### src/design/assert_macros.svh
`ifndef ASSERT_MACROS_SVH
`define ASSERT_MACROS_SVH

// Same-cycle implication, disabled during reset
`define KSC_ASSERT_NOW(label, clk, rst, ante, cons) \
  label: assert property (@(posedge clk) disable iff (rst) (ante) |-> (cons)) \
    else $error("same-cycle check failed");

// Next-cycle implication, disabled during reset
`define KSC_ASSERT_NEXT(label, clk, rst, ante, cons) \
  label: assert property (@(posedge clk) disable iff (rst) (ante) |=> (cons)) \
    else $error("next-cycle check failed");

`endif

### src/design/kscp_pkg.sv
`timescale 1ns / 1ps

package kscp_pkg;

  localparam int unsigned LETTERS = 26;
  localparam int unsigned IDX_W   = 5;

  // Request action codes
  localparam logic [2:0] ACT_CLEAR   = 3'd0;
  localparam logic [2:0] ACT_KEY     = 3'd1;
  localparam logic [2:0] ACT_FINISH  = 3'd2;
  localparam logic [2:0] ACT_ENCRYPT = 3'd3;
  localparam logic [2:0] ACT_DECRYPT = 3'd4;

  // ASCII bounds
  localparam logic [7:0] CH_UPPER_A = 8'h41;
  localparam logic [7:0] CH_UPPER_Z = 8'h5A;
  localparam logic [7:0] CH_LOWER_A = 8'h61;
  localparam logic [7:0] CH_LOWER_Z = 8'h7A;

  typedef struct packed {
    logic [2:0] action;
    logic [7:0] char_in;
  } req_t;

  typedef struct packed {
    logic [7:0] char_out;
    logic       table_ready;
  } rsp_t;

  typedef enum logic [1:0] {
    ST_IDLE,
    ST_FILL,
    ST_RESULT
  } state_t;

  // Controller -> datapath
  typedef struct packed {
    logic clear;
    logic key_add;
    logic fill_start;
    logic fill_step;
    logic lookup;
  } cmd_t;

  // Datapath -> controller
  typedef struct packed {
    logic done;
    logic walk_last;
    logic fill_full;
  } status_t;

  function automatic logic is_letter(logic [7:0] c);
    return ((c >= CH_UPPER_A) && (c <= CH_UPPER_Z)) ||
           ((c >= CH_LOWER_A) && (c <= CH_LOWER_Z));
  endfunction

  // Case-folded letter index, zero for non-letters
  function automatic logic [IDX_W-1:0] letter_idx(logic [7:0] c);
    logic [7:0] diff;
    diff = 8'd0;
    if ((c >= CH_UPPER_A) && (c <= CH_UPPER_Z)) begin
      diff = c - CH_UPPER_A;
    end else if ((c >= CH_LOWER_A) && (c <= CH_LOWER_Z)) begin
      diff = c - CH_LOWER_A;
    end
    return diff[IDX_W-1:0];
  endfunction

endpackage

### src/design/kscp_datapath.sv
`timescale 1ns / 1ps

module kscp_datapath import kscp_pkg::*; (
  input  logic    clk,
  input  logic    rst,
  input  req_t    req,
  input  cmd_t    cmd,
  output status_t status,
  output rsp_t    rsp
);

  logic [IDX_W-1:0]   cipher_mem  [LETTERS];
  logic [IDX_W-1:0]   inverse_mem [LETTERS];

  logic [LETTERS-1:0] letters_used;
  logic [IDX_W-1:0]   fill_count;
  logic [IDX_W-1:0]   walk_idx;
  logic               alphabet_done;

  logic [IDX_W-1:0]   add_letter;
  logic               add_req;
  logic               add_en;
  logic [IDX_W-1:0]   req_idx;

  logic [7:0]         cap_char;
  logic               cap_letter;
  logic               cap_done;
  logic [IDX_W-1:0]   rd_data;

  assign req_idx = letter_idx(req.char_in);

  // Letter insertion: key load or finish walk share one write port
  always_comb begin
    add_letter = cmd.fill_step ? walk_idx : req_idx;
    add_req    = cmd.fill_step ||
                 (cmd.key_add && !alphabet_done && is_letter(req.char_in));
    add_en     = add_req && !letters_used[add_letter] &&
                 (fill_count < IDX_W'(LETTERS));
  end

  // Both tables written together: inverse[letter] = position
  always_ff @(posedge clk) begin
    if (add_en) begin
      cipher_mem[fill_count]  <= add_letter;
      inverse_mem[add_letter] <= fill_count;
    end
  end

  // Key state
  always_ff @(posedge clk) begin
    if (rst || cmd.clear) begin
      letters_used  <= '0;
      fill_count    <= '0;
      alphabet_done <= 1'b0;
      walk_idx      <= '0;
    end else begin
      if (add_en) begin
        letters_used[add_letter] <= 1'b1;
        fill_count               <= fill_count + 1'b1;
      end
      if (cmd.fill_start) begin
        walk_idx <= '0;
      end else if (cmd.fill_step) begin
        walk_idx <= walk_idx + 1'b1;
        if (status.walk_last) begin
          alphabet_done <= 1'b1;
        end
      end
    end
  end

  // Lookup: registered table read plus captured request
  always_ff @(posedge clk) begin
    if (cmd.lookup) begin
      cap_char   <= req.char_in;
      cap_letter <= is_letter(req.char_in);
      cap_done   <= alphabet_done;
      rd_data    <= (req.action == ACT_DECRYPT) ? inverse_mem[req_idx]
                                                : cipher_mem[req_idx];
    end
  end

  // Result formatting
  always_comb begin
    rsp.table_ready = cap_done;
    if (cap_done && cap_letter) begin
      rsp.char_out = CH_UPPER_A + {3'b000, rd_data};
    end else begin
      rsp.char_out = cap_char;
    end
  end

  assign status.done      = alphabet_done;
  assign status.walk_last = (walk_idx == IDX_W'(LETTERS - 1));
  assign status.fill_full = (fill_count == IDX_W'(LETTERS));

endmodule

### src/design/kscp_ctrl.sv
`timescale 1ns / 1ps

module kscp_ctrl import kscp_pkg::*; (
  input  logic       clk,
  input  logic       rst,
  input  logic       req_valid,
  input  logic [2:0] req_action,
  output logic       req_stall,
  output logic       rsp_valid,
  input  logic       rsp_stall,
  input  status_t    status,
  output cmd_t       cmd
);

  state_t state, state_next;

  always_ff @(posedge clk) begin
    if (rst) begin
      state <= ST_IDLE;
    end else begin
      state <= state_next;
    end
  end

  // Next state and datapath commands
  always_comb begin
    state_next = state;
    cmd        = '0;
    case (state)
      ST_IDLE: begin
        if (req_valid) begin
          case (req_action)
            ACT_CLEAR: begin
              cmd.clear = 1'b1;
            end
            ACT_KEY: begin
              cmd.key_add = 1'b1;
            end
            ACT_FINISH: begin
              if (!status.done) begin
                cmd.fill_start = 1'b1;
                state_next     = ST_FILL;
              end
            end
            ACT_ENCRYPT, ACT_DECRYPT: begin
              cmd.lookup = 1'b1;
              state_next = ST_RESULT;
            end
            default: begin
            end
          endcase
        end
      end
      ST_FILL: begin
        cmd.fill_step = 1'b1;
        if (status.walk_last) begin
          state_next = ST_IDLE;
        end
      end
      ST_RESULT: begin
        if (!rsp_stall) begin
          state_next = ST_IDLE;
        end
      end
      default: begin
        state_next = ST_IDLE;
      end
    endcase
  end

  assign req_stall = (state != ST_IDLE);
  assign rsp_valid = (state == ST_RESULT);

endmodule

### src/design/keyword_substitution_cipher.sv
// An encrypt or decrypt request shows its result in the cycle after acceptance.
// A new character is accepted only after the previous result is taken: one table read, then the output state.
// Clear and key requests are handled in the idle state; finish starts a walk over all 26 letters.
// Reset (rst, synchronous, active high) clears the key state; tables hold junk until written.
`timescale 1ns / 1ps
`include "assert_macros.svh"

module keyword_substitution_cipher import kscp_pkg::*; (
  input  logic clk,
  input  logic rst,
  input  logic req_valid,
  output logic req_stall,
  input  req_t req,
  output logic rsp_valid,
  input  logic rsp_stall,
  output rsp_t rsp
);

  cmd_t    cmd;
  status_t status;

  kscp_ctrl u_ctrl (
    .clk        (clk),
    .rst        (rst),
    .req_valid  (req_valid),
    .req_action (req.action),
    .req_stall  (req_stall),
    .rsp_valid  (rsp_valid),
    .rsp_stall  (rsp_stall),
    .status     (status),
    .cmd        (cmd)
  );

  kscp_datapath u_dp (
    .clk    (clk),
    .rst    (rst),
    .req    (req),
    .cmd    (cmd),
    .status (status),
    .rsp    (rsp)
  );

  // A finished alphabet always holds all 26 letters
  `KSC_ASSERT_NOW(a_done_full, clk, rst, status.done, status.fill_full)
  // Last walk step completes the alphabet
  `KSC_ASSERT_NEXT(a_walk_done, clk, rst, cmd.fill_step && status.walk_last, status.done)
  // The walk never runs over a finished alphabet
  `KSC_ASSERT_NOW(a_walk_open, clk, rst, cmd.fill_step, !status.done)
  // A transformed result implies the alphabet is finished
  `KSC_ASSERT_NOW(a_ready_done, clk, rst, rsp_valid && rsp.table_ready, status.done)

endmodule
### config.mk
export PLATFORM = sky130hd
export DESIGN_NAME = keyword_substitution_cipher
export DESIGN_NICKNAME = d
export VERILOG_FILES = /design/src/design/kscp_pkg.sv /design/src/design/kscp_datapath.sv /design/src/design/kscp_ctrl.sv /design/src/design/keyword_substitution_cipher.sv
export VERILOG_INCLUDE_DIRS = /design/src /design/src/design
export SDC_FILE = /design/constraint.sdc
export NUM_CORES = 1
export LEC_CHECK = 0
export ABC_AREA = 1
export BUFFER_PORTS_ARGS = -buffer_cell sky130_fd_sc_hd__buf_2
export CORE_ASPECT_RATIO = 1.2
export CORE_MARGIN = 5
export CORE_UTILIZATION = 60
export DETAILED_ROUTE_END_ITERATION = 8
export PLACE_DENSITY = 0.87
export SYNTH_ARGS = -nofsm -noshare
export SYNTH_HDL_FRONTEND = slang
export SYNTH_SLANG_ARGS = --single-unit
### constraint.sdc
create_clock -name clk -period 3.6 [get_ports clk]
set_input_delay 0.18 -clock clk [delete_from_list [all_inputs] [get_ports clk]]
set_output_delay 0.18 -clock clk [all_outputs]
set_load 0.02 [all_outputs]
==> impl_metrics.yaml <==
drt:
  drcViolationCount: 0
  wirelength_um: 33300
  drt_first_pass_iters: 8
  detail_route.iter0.violations: 1359
  dr_total_vias: 9861
  avgRoutedWirePerCell_um: 21.4
  final_antenna_net_count: 0
  routed_via_density: 6.35
power_and_ir_drop:
  totalPowerFinal_mw: 7.44
  static-leakage-power_nw: 5.43
  largest_voltage_drop_on_the_vdd_net_mv: 0.420
  power_density_nw_per_um2: 487
synth:
  yosysSeqAreaShare_pct: 65.6
  synth_enable_flop_cells: 275
  netlist_instances: 1222
  ys_warn_count: 0
  share_of_synthesized_flip_flops_with_an_asynchronous_set_or_reset_pct: 0
  synth-seq-cells: 314
  synth.cell_area_sq_um: 13800
  syn_avg_cell_area_sq_um: 11.3
  mappedNetlistNets: 1247
  ys_dominant_reg_cell: "sky130_fd_sc_hd__edfxtp_1"
  synth_cell_type_count: 40
sta:
  finalWorstPathRequiredPeriod_ns: 3.48
  hold_slack_ns: 0.130
  sum_neg_setup_slack_ns: 0
  maxSlewHeadroom_pct: 36.7
  worst_clock_skew_ns: 0.0180
  timing.final.crit_share_pct: 96.8
  grt_setup_unrepaired: "true"
  final-hold-violation-count: 0
  final-max-slew-violation-count: 0
  finalSetupViolations: 0
  max_clock_freq_mhz: 287
  worst-slew-pin-transition_ns: 0.948
global_route:
  antenna_found_initial: 0
  grtUsageMet1_pct: 31.0
  grt.met3_usage_pct: 3.18
  grt_busiest_layer: "met2"
  gr-usage-all-layers_pct: 25.2
  largest_net_degree_at_the_start_of_global_routing: 71
  grt_pass1_wl_um: 51800
  use_met2_pct: 43.5
  grt_pass1_vias: 9716
  grt_overflow: 0
layout:
  design.final.nets: 1276
  layout.cells.most_common: "sky130_fd_sc_hd__edfxtp_1"
  layout.cells.non_filler: 1552
  fillers: 1506
  layout_common_cells: "sky130_fd_sc_hd__edfxtp_1 (275), sky130_fd_sc_hd__nand3_1 (188), sky130_fd_sc_hd__nand2_1 (158)"
  area_growth_syn_to_layout_pct: 11.0
  post-route-cell-area_sq_um: 15300
  diodes: 0
  layout-drive-gt1-share_pct: 19.1
floorplanning:
  chipHeight_um: 176
  core_footprint_sq_um: 22500
  start_util_pct: 61.2
  die_width_um: 148
  row_count: 60
  fp.dieArea_sq_um: 26100
  num_io_pins: 26
placement:
  dp_hpwl_um: 20800
  detailed_place.area_sq_um: 14200
  gpl.final_weighted_congestion: 0.972
  post-place-cells: 1486
  io_buffer_count: 25
critical_path:
  critPathBufInv: 4
  critPathArrivalTime_ns: 3.70
  most_used_cell_cp: "sky130_fd_sc_hd__nand2_1"
  crit_slowest_cell: "sky130_fd_sc_hd__dlygate4sd3_1"
  critPathMaxFanout: 15
  startpoint_type: "primary input"
  cell_breakdown_of_the_critical_path: "dlygate4sd3_1, buf_2, inv_2, ha_1, nand2_1, nand3_1, nand2_1, nand2_2, nand3_4, nand2_1, nand2_1, nand2_1, nand2_1, nand2_1, nand2_1, nand2_1, nand2_2, nor2_8, nand2_4, clkinv_2, nand2_1, nor2_2"
  critical_path.top_delay_family: "simple AND/OR/NAND/NOR gates"
  timing.setup.critical_path_class: "in2reg"
  critical_path.endpoint_type: "flop"
  worst-endpoint-required_ns: 3.82
  stage_delay_of_the_slowest_cell_on_the_critical_path_ns: 0.56
cts:
  buffers_from_clock_root_to_sink_at_most: 3
  clockRootBuffer: "sky130_fd_sc_hd__clkbuf_16"
  cts_max_level: 1
  tritoncts.num_buffers: 29
  tritoncts_num_sinks: 314
  clock_insertion_delay_worst_skew_ns: 0.55
  clk_pin_slew_worst_paths_ns: 0.06
  tritoncts: "yes"
worst_hold_path:
  hold_path.class: "in2reg"
run_status:
  outcome: "completed"
job:
  max_cap_viol_count: 0
[final timing paths]
check | endpoint | start | slack (ns) | cells after the start
max | u_dp.cipher_mem[19][3]$_DFFE_PP_ | req[0] | 0.12 | 22
min | u_dp.walk_idx[1]$_SDFFE_PP0P_ | req_valid | 0.13 | 4
max reg2reg | u_dp.cipher_mem[19][3]$_DFFE_PP_ | u_ctrl.state[1]$_SDFFE_PP0P_ | 0.14 | 15
min reg2reg | u_dp.letters_used[12]$_SDFFE_PP0P_ | u_dp.letters_used[12]$_SDFFE_PP0P_ | 0.46 | 2
[cell type report]
class | instances | area [sq um] | area share (%)
Clock buffer | 32 | 737 | 4.82
Multi-Input combinational cell | 761 | 4200 | 27.4
Tap cell | 279 | 349 | 2.28
Timing Repair Buffer | 66 | 479 | 3.13
Inverter | 79 | 298 | 1.95
Sequential cell | 314 | 9040 | 59.1
Clock inverter | 21 | 196 | 1.28
[metal layers]
metal	routed length, um	part of all wire, %
met1	11900	36
met2	16800	50
met3	2700	8.1
met4	1920	5.8
met5	0	0
[report_power, final]
group	internal [mW]	leakage, nW	switching [mW]
Sequential	3.96	2.99	0.00895
Clock	1.70	0.450	1.31
Combinational	0.139	1.99	0.336
Total	5.79	5.43	1.65
[worst reg2reg max path, cell delays in order, from the launching register on]
cell and delay [ns]:
sky130_fd_sc_hd__dfxtp_1 0.45, sky130_fd_sc_hd__nor2_4 0.10, sky130_fd_sc_hd__inv_2 0.20, sky130_fd_sc_hd__or2_1 0.49, sky130_fd_sc_hd__nand2_1 0.30, sky130_fd_sc_hd__nand2_1 0.13
sky130_fd_sc_hd__nand2_1 0.05, sky130_fd_sc_hd__nand2_1 0.05, sky130_fd_sc_hd__nand2_1 0.05, sky130_fd_sc_hd__nand2_1 0.06, sky130_fd_sc_hd__nand2_2 0.09, sky130_fd_sc_hd__nor2_8 0.18
sky130_fd_sc_hd__nand2_4 0.17, sky130_fd_sc_hd__clkinv_2 0.16, sky130_fd_sc_hd__nand2_1 0.28, sky130_fd_sc_hd__nor2_2 0.37
[cells by family (layout without fill, tap and decap cells)]
family,Yosys count,after routing,share of synthesized area (%)
simple gates,554,554,19.4
flops,314,314,65.6
compound gates,190,190,9.24
buf+inv,147,198,4.36
fa+ha+maj,10,10,0.908
xor+xnor,7,7,0.445
[flip-flops by register name, indices dropped and copies added, names as in the netlist, 2 cells and up]
register           count
u_dp.cap_char          8
u_dp.rd_data           5
u_dp.inverse_mem     130
u_dp.walk_idx          5
u_ctrl.state           2
u_dp.fill_count        5
u_dp.letters_used     26
u_dp.cipher_mem      130
[synth_stat cells (5+ instances only)]
cell	instances	area share, %
sky130_fd_sc_hd__o21ai_0	18	0.65
sky130_fd_sc_hd__dfxtp_1	39	5.7
sky130_fd_sc_hd__clkbuf_1	49	1.3
sky130_fd_sc_hd__edfxtp_1	275	60
sky130_fd_sc_hd__nand4_1	5	0.23
sky130_fd_sc_hd__a21oi_1	39	1.4
sky130_fd_sc_hd__nand3_1	188	6.8
sky130_fd_sc_hd__inv_2	6	0.16
sky130_fd_sc_hd__buf_4	9	0.49
sky130_fd_sc_hd__inv_1	70	1.9
sky130_fd_sc_hd__nand2_1	158	4.3
sky130_fd_sc_hd__nor2_1	83	2.3
sky130_fd_sc_hd__or2_2	91	4.1
sky130_fd_sc_hd__o211ai_1	96	5.2
sky130_fd_sc_hd__xor2_1	7	0.44
sky130_fd_sc_hd__nand2_2	10	0.45
sky130_fd_sc_hd__o21bai_1	10	0.54
sky130_fd_sc_hd__buf_2	5	0.18
sky130_fd_sc_hd__o22ai_1	17	0.77
sky130_fd_sc_hd__nor3_1	5	0.18
sky130_fd_sc_hd__ha_1	10	0.91
[stage by stage]
stage	worst slack [ns]	utilization (%)
after floorplan	0.454	-
after global placement	0.344	63.0
after detailed placement	0.142	63.0
after CTS	0.0932	67.6
after global routing	-0.0918	67.9
final	0.117	67.9
[what timing repair did]
item | CTS | global route
resized for setup | 0 | 21
setup endpoints to repair | 0 | 173
endpoints found under the hold margin | 12 | 0
hold buffers | 12 | 0
buffers inserted | 0 | 1
(Power assumes the default switching activity.)
